## config.mk

```make
export PLATFORM = sky130hd
export DESIGN_NAME = scaled_euclidean_distance
export DESIGN_NICKNAME = d
export VERILOG_FILES = /design/src/rtl/core/sed_pkg.sv /design/src/rtl/core/scaled_euclidean_distance.sv
export SDC_FILE = /design/constraint.sdc
export NUM_CORES = 2
export LEC_CHECK = 0
export BUFFER_PORTS_ARGS = -buffer_cell sky130_fd_sc_hd__buf_2
export CAP_MARGIN = 20
export CORE_UTILIZATION = 40
export DETAILED_ROUTE_END_ITERATION = 6
export SLEW_MARGIN = 20
export SYNTH_ARGS = -nofsm -noshare
export SYNTH_HDL_FRONTEND = slang
export SYNTH_SLANG_ARGS = --single-unit
export TNS_END_PERCENT = 20
```

## constraint.sdc

```tcl
create_clock -name clk -period 10.8 [get_ports clk]
set_input_delay 0.54 -clock clk [delete_from_list [all_inputs] [get_ports clk]]
set_output_delay 0.54 -clock clk [all_outputs]
set_load 0.02 [all_outputs]
```

## src/rtl/core/sed_pkg.sv

```systemverilog
// types and constants of the scaled euclidean distance block
package sed_pkg;

  typedef enum logic [2:0] {
    S_IDLE,
    S_PREP,
    S_DIV,
    S_QUOT,
    S_MUL,
    S_ACC,
    S_SQRT,
    S_EMIT
  } state_t;

  localparam logic CMD_LOAD = 1'b0;
  localparam logic CMD_CAND = 1'b1;

  localparam logic [31:0] ONE_Q16    = 32'h0001_0000;
  localparam logic [31:0] POS_MAX    = 32'h7FFF_FFFF;
  localparam logic [31:0] NEG_MAXMAG = 32'h8000_0000;

  localparam int DIV_STEPS  = 48;
  localparam int SQRT_STEPS = 32;

  localparam logic [4:0] DIMS_RESET = 5'd10;
  localparam logic       REG_DIMS   = 1'b0;

endpackage

```

## src/rtl/core/scaled_euclidean_distance.sv

```systemverilog
// scaled euclidean distance: one shared trial-subtract unit under a small sequencer
// query load: prep, divide and quotient run after accept, then the block is ready again
// candidate element: prep, divide, quotient, multiply, accumulate; on the last dimension
//   in use root and emit follow, result valid and block ready, later while a result waits
// one item at a time; the 48-step divide and 32-step root on the shared unit set the rate
// synchronous active-high reset clears control state; query and scale stores are not cleared
module scaled_euclidean_distance #(
  parameter int MAX_DIM = 16
) (
  input  logic        clk,
  input  logic        rst,
  // slave side
  input  logic        s_tvalid,
  output logic        s_tready,
  input  logic [71:0] s_tdata,   // dim[3:0], value[35:4], scale[67:36], zero pad[71:68]
  input  logic        s_tuser,   // cmd
  // master side
  output logic        m_tvalid,
  input  logic        m_tready,
  output logic [47:0] m_tdata,   // distance[31:0], candidate_index[47:32]
  // configuration
  input  logic        psel,
  input  logic        penable,
  input  logic        pwrite,
  input  logic [2:0]  paddr,
  input  logic [31:0] pwdata,
  output logic [31:0] prdata,
  output logic        pready
);

  localparam int AW   = (MAX_DIM > 1) ? $clog2(MAX_DIM) : 1;
  localparam int DCAP = (MAX_DIM < 16) ? MAX_DIM : 16;

  sed_pkg::state_t state, state_next;

  // control registers
  logic [4:0]  dims;
  logic [63:0] acc;
  logic [15:0] cand_cnt;

  // payload registers
  logic        cmd_r;
  logic [3:0]  dim_r;
  logic [AW-1:0] idx_r;
  logic        neg_r;
  logic [31:0] mag_r;
  logic [31:0] scale_r;
  logic [31:0] q_rd;
  logic [31:0] s_rd;
  logic [31:0] divisor;
  logic [63:0] sh;
  logic [32:0] rem;
  logic [31:0] root;
  logic [5:0]  cnt;
  logic [31:0] dmag;
  logic [63:0] sq;

  logic [31:0] qmem [MAX_DIM];
  logic [31:0] smem [MAX_DIM];

  // input unpacking
  logic        in_cmd;
  logic [3:0]  in_dim;
  logic [31:0] in_value;
  logic [31:0] in_scale;
  logic [AW-1:0] in_idx;
  logic        in_dim_ok;
  logic        accept;

  assign in_cmd    = s_tuser;
  assign in_dim    = s_tdata[3:0];
  assign in_value  = s_tdata[35:4];
  assign in_scale  = s_tdata[67:36];
  assign in_idx    = AW'(in_dim);
  assign in_dim_ok = (32'(in_dim) < MAX_DIM);
  assign s_tready  = (state == sed_pkg::S_IDLE);
  assign accept    = s_tvalid && s_tready;

  // configuration port
  logic cfg_wr;
  assign pready = 1'b1;
  assign cfg_wr = psel && penable && pwrite && pready && (paddr[2] == sed_pkg::REG_DIMS);
  assign prdata = (paddr[2] == sed_pkg::REG_DIMS) ? {27'b0, dims} : 32'b0;

  // active dimension count, clamped
  logic [4:0] dims_act;
  logic [3:0] last_dim;
  always_comb begin
    if (dims == 5'd0) begin
      dims_act = 5'd1;
    end else if (dims > 5'(DCAP)) begin
      dims_act = 5'(DCAP);
    end else begin
      dims_act = dims;
    end
    last_dim = 4'(dims_act - 5'd1);
  end

  // shared trial-subtract unit: divide step or square-root step
  logic [34:0] tr_a, tr_b;
  logic [35:0] tr_diff;
  logic        tr_ge;
  always_comb begin
    if (state == sed_pkg::S_SQRT) begin
      tr_a = {rem, sh[63:62]};
      tr_b = {1'b0, root, 2'b01};
    end else begin
      tr_a = {2'b0, rem[31:0], sh[47]};
      tr_b = {3'b0, divisor};
    end
    tr_diff = {1'b0, tr_a} - {1'b0, tr_b};
    tr_ge   = !tr_diff[35];
  end

  // quotient saturation and sign
  logic [47:0] quo;
  logic [31:0] qmag;
  logic [31:0] qsat;
  always_comb begin
    quo = sh[47:0];
    if (neg_r) begin
      qmag = (quo > 48'(sed_pkg::NEG_MAXMAG)) ? sed_pkg::NEG_MAXMAG : quo[31:0];
      qsat = ~qmag + 32'd1;
    end else begin
      qmag = (quo > 48'(sed_pkg::POS_MAX)) ? sed_pkg::POS_MAX : quo[31:0];
      qsat = qmag;
    end
  end

  // difference to the stored query element, exact in 33 bits
  logic [32:0] dq, dq_neg;
  assign dq     = {q_rd[31], q_rd} - {qsat[31], qsat};
  assign dq_neg = ~dq + 33'd1;

  // accumulator update with saturation; dimension 0 starts a new sum
  logic [64:0] acc_sum;
  logic [63:0] acc_next;
  always_comb begin
    acc_sum = {1'b0, acc} + {1'b0, sq};
    if (dim_r == 4'd0) begin
      acc_next = sq;
    end else if (acc_sum[64]) begin
      acc_next = '1;
    end else begin
      acc_next = acc_sum[63:0];
    end
  end

  logic emit_load;
  assign emit_load = (state == sed_pkg::S_EMIT) && (!m_tvalid || m_tready);

  // sequencer
  always_ff @(posedge clk) begin
    if (rst) begin
      state <= sed_pkg::S_IDLE;
    end else begin
      state <= state_next;
    end
  end

  always_comb begin
    state_next = state;
    unique case (state)
      sed_pkg::S_IDLE: begin
        if (accept && in_dim_ok) state_next = sed_pkg::S_PREP;
      end
      sed_pkg::S_PREP: state_next = sed_pkg::S_DIV;
      sed_pkg::S_DIV: begin
        if (cnt == 6'd0) state_next = sed_pkg::S_QUOT;
      end
      sed_pkg::S_QUOT: begin
        state_next = (cmd_r == sed_pkg::CMD_LOAD) ? sed_pkg::S_IDLE : sed_pkg::S_MUL;
      end
      sed_pkg::S_MUL: state_next = sed_pkg::S_ACC;
      sed_pkg::S_ACC: begin
        state_next = (dim_r == last_dim) ? sed_pkg::S_SQRT : sed_pkg::S_IDLE;
      end
      sed_pkg::S_SQRT: begin
        if (cnt == 6'd0) state_next = sed_pkg::S_EMIT;
      end
      sed_pkg::S_EMIT: begin
        if (emit_load) state_next = sed_pkg::S_IDLE;
      end
      default: state_next = sed_pkg::S_IDLE;
    endcase
  end

  // control state
  always_ff @(posedge clk) begin
    if (rst) begin
      dims     <= sed_pkg::DIMS_RESET;
      acc      <= '0;
      cand_cnt <= '0;
      m_tvalid <= 1'b0;
    end else begin
      if (cfg_wr) dims <= pwdata[4:0];
      if (state == sed_pkg::S_ACC) acc <= acc_next;
      if (state == sed_pkg::S_QUOT && cmd_r == sed_pkg::CMD_LOAD) begin
        cand_cnt <= '0;
      end else if (emit_load) begin
        cand_cnt <= cand_cnt + 16'd1;
      end
      if (emit_load) begin
        m_tvalid <= 1'b1;
      end else if (m_tready) begin
        m_tvalid <= 1'b0;
      end
    end
  end

  // query and scale stores
  always_ff @(posedge clk) begin
    if (accept && in_dim_ok) begin
      q_rd <= qmem[in_idx];
      s_rd <= smem[in_idx];
    end
    if (state == sed_pkg::S_QUOT && cmd_r == sed_pkg::CMD_LOAD) begin
      qmem[idx_r] <= qsat;
      smem[idx_r] <= scale_r;
    end
  end

  // datapath
  always_ff @(posedge clk) begin
    if (accept) begin
      cmd_r   <= in_cmd;
      dim_r   <= in_dim;
      idx_r   <= in_idx;
      neg_r   <= in_value[31];
      mag_r   <= in_value[31] ? (~in_value + 32'd1) : in_value;
      scale_r <= in_scale;
    end
    if (emit_load) m_tdata <= {cand_cnt, root};
    unique case (state)
      sed_pkg::S_PREP: begin
        if (cmd_r == sed_pkg::CMD_LOAD) begin
          divisor <= (scale_r == 32'd0) ? sed_pkg::ONE_Q16 : scale_r;
        end else begin
          divisor <= (s_rd == 32'd0) ? sed_pkg::ONE_Q16 : s_rd;
        end
        sh  <= {16'b0, mag_r, 16'b0};
        rem <= '0;
        cnt <= 6'(sed_pkg::DIV_STEPS - 1);
      end
      sed_pkg::S_DIV: begin
        rem <= tr_ge ? {1'b0, tr_diff[31:0]} : {1'b0, tr_a[31:0]};
        sh  <= {sh[63:48], sh[46:0], tr_ge};
        cnt <= cnt - 6'd1;
      end
      sed_pkg::S_QUOT: begin
        dmag <= dq[32] ? dq_neg[31:0] : dq[31:0];
      end
      sed_pkg::S_MUL: begin
        sq <= 64'(dmag) * 64'(dmag);
      end
      sed_pkg::S_ACC: begin
        sh   <= acc_next;
        rem  <= '0;
        root <= '0;
        cnt  <= 6'(sed_pkg::SQRT_STEPS - 1);
      end
      sed_pkg::S_SQRT: begin
        rem  <= tr_ge ? tr_diff[32:0] : tr_a[32:0];
        root <= {root[30:0], tr_ge};
        sh   <= {sh[61:0], 2'b00};
        cnt  <= cnt - 6'd1;
      end
      sed_pkg::S_IDLE, sed_pkg::S_EMIT: begin
      end
      default: begin
      end
    endcase
  end

endmodule

```

# Word-level counts from Yosys, hierarchy flattened
# Memory sizes are Yosys's and may differ from the RTL's. A register that Yosys moved wholly into a read port is not among the register bits.
# Cells that the tools add are included.
[totals]
wordCells = 111
mem_bits_rw = 1024
reg_bits = 470
in_bits = 115
out_inout_bits = 83
memories = 2
[classes]
eq_ne = 12
reduce_logical = 26
order_cmp = 3
mul = 1
n_bitwise = 6
muxes = 32
addsub = 9
[mem_list]
columns = ["name", "depth", "word_bits", "rd", "rd_clocked_by_memory_dff", "wr", "line", "text"]
rows = [
  ["qmem", 16, 32, 1, 1, 1, "scaled_euclidean_distance.sv:58", "logic [31:0] qmem [MAX_DIM];"],
  ["smem", 16, 32, 1, 1, 1, "scaled_euclidean_distance.sv:59", "logic [31:0] smem [MAX_DIM];"],
]
[ops]
columns = ["cell", "n"]
rows = [
  ["two-way mux 32 bit", 8],
  ["case mux 64 bit (4 select lines)", 1],
  ["two-way mux 64 bit", 2],
  ["case mux 33 bit (3 select lines)", 1],
  ["adder 32 x 1 -> 32 bit (second input constant)", 3],
  ["NOT 32 bit", 3],
  ["adder 64 x 64 -> 65 bit", 1],
  ["logical NOT 32 bit", 2],
  ["multiplier 32 x 32 -> 64 bit", 1],
  ["case mux 32 bit (2 select lines)", 1],
  ["greater-than comparator 48 x 31 -> 1 bit (second input constant)", 1],
  ["greater-than comparator 48 x 32 -> 1 bit (second input constant)", 1],
  ["subtractor 35 x 35 -> 36 bit", 1],
  ["two-way mux 35 bit", 1],
  ["two-way mux 34 bit", 1],
  ["two-way mux 33 bit", 1],
  ["subtractor 32 x 32 -> 33 bit", 1],
  ["two-way mux 31 bit", 1],
  ["case mux 3 bit (8 select lines)", 1],
  ["two-way mux 3 bit", 6],
  ["case mux 6 bit (3 select lines)", 1],
  ["adder 16 x 1 -> 16 bit (second input constant)", 1],
  ["== test 3 bit (second input constant)", 4],
  ["nonzero test 3 bit", 3],
  ["24 further kinds", 42],
]

# Longest topological paths before layout
[logic_depth]
word_depth = 9
ltp_mapped = 36
ltp_nobuf = 34

# Worst setup path after synthesis
# OpenSTA, ideal clock, no wires.
[synth_path]
path_type = "reg-to-reg"
startpoint = "register dmag[2]"
endpoint = "register sq[63], data pin"
required_time_ps = 10540
arrival_time_ps = 8357
n_path_buf = 2
setup_slack_ps = 2183
synth_period_minus_slack_ps = 8617
setup_ps = 260
stages_incl_launch_ff = 33
path_cell_list = "edfxtp_1 clkbuf_1 buf_1 nand2_1 fa_1 fa_1 inv_1 fa_1 inv_1 fa_1 inv_1 fa_1 fa_1 fa_1 fa_1 ha_1 a21o_1 a21o_1 a21oi_1 a21oi_1 nand2_1 a31oi_1 nor3_1 o21ai_0 a31o_2 a31o_2 a211oi_1 o31ai_1 a21o_1 a21o_1 a221o_1 a21oi_1 xnor2_1"
[synth_via]
elab_chain_len = 1
[synth_lines]
columns = ["item", "line", "text"]
rows = [
  ["from (decl)", "scaled_euclidean_distance.sv:55", "logic [31:0] dmag;"],
  ["from (signal assigned)", "scaled_euclidean_distance.sv:251", "dmag <= dq[32] ? dq_neg[31:0] : dq[31:0];"],
  ["multiplier 32 x 32 -> 64 bit", "scaled_euclidean_distance.sv:254", "sq <= 64'(dmag) * 64'(dmag);"],
  ["to (signal assigned)", "scaled_euclidean_distance.sv:254", ""],
  ["to (decl)", "scaled_euclidean_distance.sv:56", "logic [63:0] sq;"],
]
# Every way passes these cells.
# A chain may end at the register's enable or synchronous reset.

# Worst setup path in the final report
[layout_path]
startpoint = "register dmag[14]"
endpoint = "register sq[57], data pin"
# Same word-level chain as after synthesis.

==> metrics.md <==
| Metric | Value |
|---|---|
| Layout Nets | 8903 |
| Final hold vios | 0 |
| Rel. slew slack | 24.5% |
| Synthesis-stage register bit count | 1557 |
| Yosys warns | 0 |
| LEAKAGE | 42.7 nW |
| Max-slew violations | 0 |
| Final antenna-violating net count | 0 |
| Hold_sp | s_tdata[34] |
| Synth cell count leaders | edfxtp_1, inv_1, fa_1 |
| Netlist cell types | 91 |
| DRC | 0 |
| Placed Area | 101000 sq um |
| Crit path DAT | 10.45 ns |
| Synth Flop Type | edfxtp_1 |
| Flip-flop and latch area | 45900 sq um |
| Root Buffer | clkbuf_16 |
| Endpoint class of the critical path | register |
| Die area | 244000 sq um |
| Clock skew | 0.0527 ns |
| IO buf count | 136 |
| Clk sink count | 1557 |
| Worst Hold End | mag_r[31] |
| TritonCTS clock tree | built |
| H-tree lvl count | 4 |
| Worst-skew pair later-pin latency | 0.83 ns |
| Period minus WS final | 9.93 ns |
| Yosys top cell by area | edfxtp_1 |
| Worst Max-Slew Pin Slew | 1.12 ns |
| VDD IR-drop max | 0.000753 V |
| Status | finished clean |
| Core Region | 241000 sq um |
| DP HPWL | 174 mm |
| Flop2flop setup slack | 0.87 ns |
| Crit-path leading delay family | adder cells |
| Gp weighted congestion | 0.940 |
| Std-Cell Rows | 180 |
| Most frequent cell after synthesis | edfxtp_1 |
| Slowest cell on the critical path | edfxtp_1 |
| Synth Area per Inst | 13.1 sq um |
| Via-per-instance ratio | 5.39 |
| Worst EP required | 11.32 ns |
| I/O pins | 198 |
| Crit Path Max Fanout | 20 |
| Achievable Freq | 101 MHz |
| Post-synth EDFFs | 1468 |
| Vias in the first global route | 61.4k |
| Hold/Removal Path Class | in2reg |
| Total number of vias | 58.7k |
| Initial DRC count | 5032 |
| Post-route cell area | 107000 sq um |
| Post-Syn Area | 96900 sq um |
| Final Cycle Share | 91.9% |
| Fillers | 21.6k |
| RSZ-0062 raised after global routing | no |
| Clock-pin slew on the worst setup and hold paths | 0.06 ns |
| Area Growth Syn to Fin | 10.8% |
| Hold Slack | 0.0676 ns |
| Grt total ovfl | 0 |
| Critical Path Max Stage Delay | 0.78 ns |
| Post-CTS setup buffer count | 0 |
| DRT Pass-1 Iters | 6 |
| Max Root-Sink Buffers | 3 |
| Initial Util | 40.3% |
| Worst r2r dst | sq[57] |
| Setup CP Type | reg2reg |
| Pwr/cell area | 336 nW/um^2 |
| Drt total wl | 252 mm |
| Die height | 494 um |
| WP buf/inv | 3 |
| Async S/R FF share, synth | 0% |
| Cell count after synthesis | 7417 |
| Die width | 494 um |
| Total GRT Usage | 20.9% |
| Worst-case reg-to-reg path depth | 30 |
| Share of cells above drive strength 1 | 12.0% |
| Seq/Total Area, Yosys | 47.4% |
| Max Cap Viol | 0 |
| Startpoint types | register |
| Largest net degree at the start of global routing | 101 |
| WL/cell | 23.2 um |
| Hold path depth | 2 |
| First-pass GRT wire length | 385 mm |
| Synth top area share | 45.5% |
| Area contributors post-synth | edfxtp_1, fa_1, mux4_2, ha_1, inv_1 |
| Finish-stage setup viols | 0 |
| Area of the multi-input gates | 45900 sq um |
| Antenna violations before repair | 14 |
| Setup TNS Final | 0 ns |
| CP most frequent cell | fa_1 |
| Cts bufs inserted | 159 |
| Critical R2R Launch | dmag[14] |
per-stage QoR:
stage | setup WS (ns) | utilization, % | std cells | power, mW
6_report | 0.873 | 44.6 | 10900 | 36.1
3_3_place_gp | 0.923 | 42.2 | 10600 | 30.5
4_1_cts | 0.745 | 44.6 | 10900 | 36.5
2_1_floorplan | 2.18 | - | 7443 | 23.7
5_1_grt | 0.408 | 44.6 | 10900 | 39.0
3_5_place_dp | 0.822 | 42.2 | 10600 | 30.4
layout make-up:
class	count	share of cell area, %
Timing Repair Buffer	306	1.99
Tap cell	3185	3.71
Multi-Input combinational cell	4483	42.8
Inverter	1060	3.71
Antenna cell	7	0.0163
Sequential cell	1557	42.8
Clock inverter	76	0.991
Clock buffer	214	4.01
flip-flops by register name, indices dropped and copies added (netlist names), 33 cells and up:
signal	cells
qmem	512
smem	512
acc	64
sh	64
sq	63
m_tdata	48
rem	33
metal layers:
| layer | share of wire [%] | vias to the layer above | global-route usage, % | wire length (um) |
|---|---|---|---|---|
| li1 | - | 26200 | - | - |
| met1 | 42 | 30400 | 28.0 | 105000 |
| met2 | 49 | 1798 | 35.1 | 124000 |
| met3 | 5.7 | 360 | 2.61 | 14300 |
| met4 | 3.4 | 0 | 6.97 | 8490 |
| met5 | 0 | - | 0 | 0 |
power by group:
part	switching [mW]	leakage (nW)	total, mW	internal [mW]
clock	2.41	2.56	5.63	3.22
combinational	13.3	26.1	22.3	9.03
sequential	0.217	14.0	8.15	7.94
total	15.9	42.7	36.1	20.2
cells by family after synthesis:
group,count (synthesis),share of synthesized area (%)
XOR/XNOR,297,2.69
AND/OR/NAND/NOR,1608,8.02
AO/OA/AOI/OAI,978,6.68
flip-flops,1557,47.4
buffers and inverters,1403,5.56
other,2,0.00775
adder cells (fa/ha/maj),1226,22.0
multiplexers,346,7.71
repair_timing:
item                      4_1_cts  5_1_grt
hold endpoints to repair       37        0
resized for setup               0        0
hold buffers                   37        0
layout by cell type (no fill, tap or decap), types with 193 or more instances in the layout:
master / count
and2_1: 239
xnor2_1: 193
nor2_1: 231
a21oi_1: 288
ha_1: 427
fa_1: 794
inv_1: 1059
edfxtp_1: 1468
mux4_2: 320
nand2_1: 659
how the worst max path moves through the flow:
stage	from	endpoint	slack (ns)	cells past startpoint
3_3_place_gp	dmag[14]	sq[57]	0.92	30
3_5_place_dp	dmag[14]	sq[63]	0.82	30
2_1_floorplan	dmag[2]	sq[63]	2.18	32
4_1_cts	dmag[14]	sq[57]	0.75	30
6_report	dmag[14]	sq[57]	0.87	30
5_1_grt	dmag[16]	sq[57]	0.41	30
Note: power is estimated with default switching activity, not from simulation.
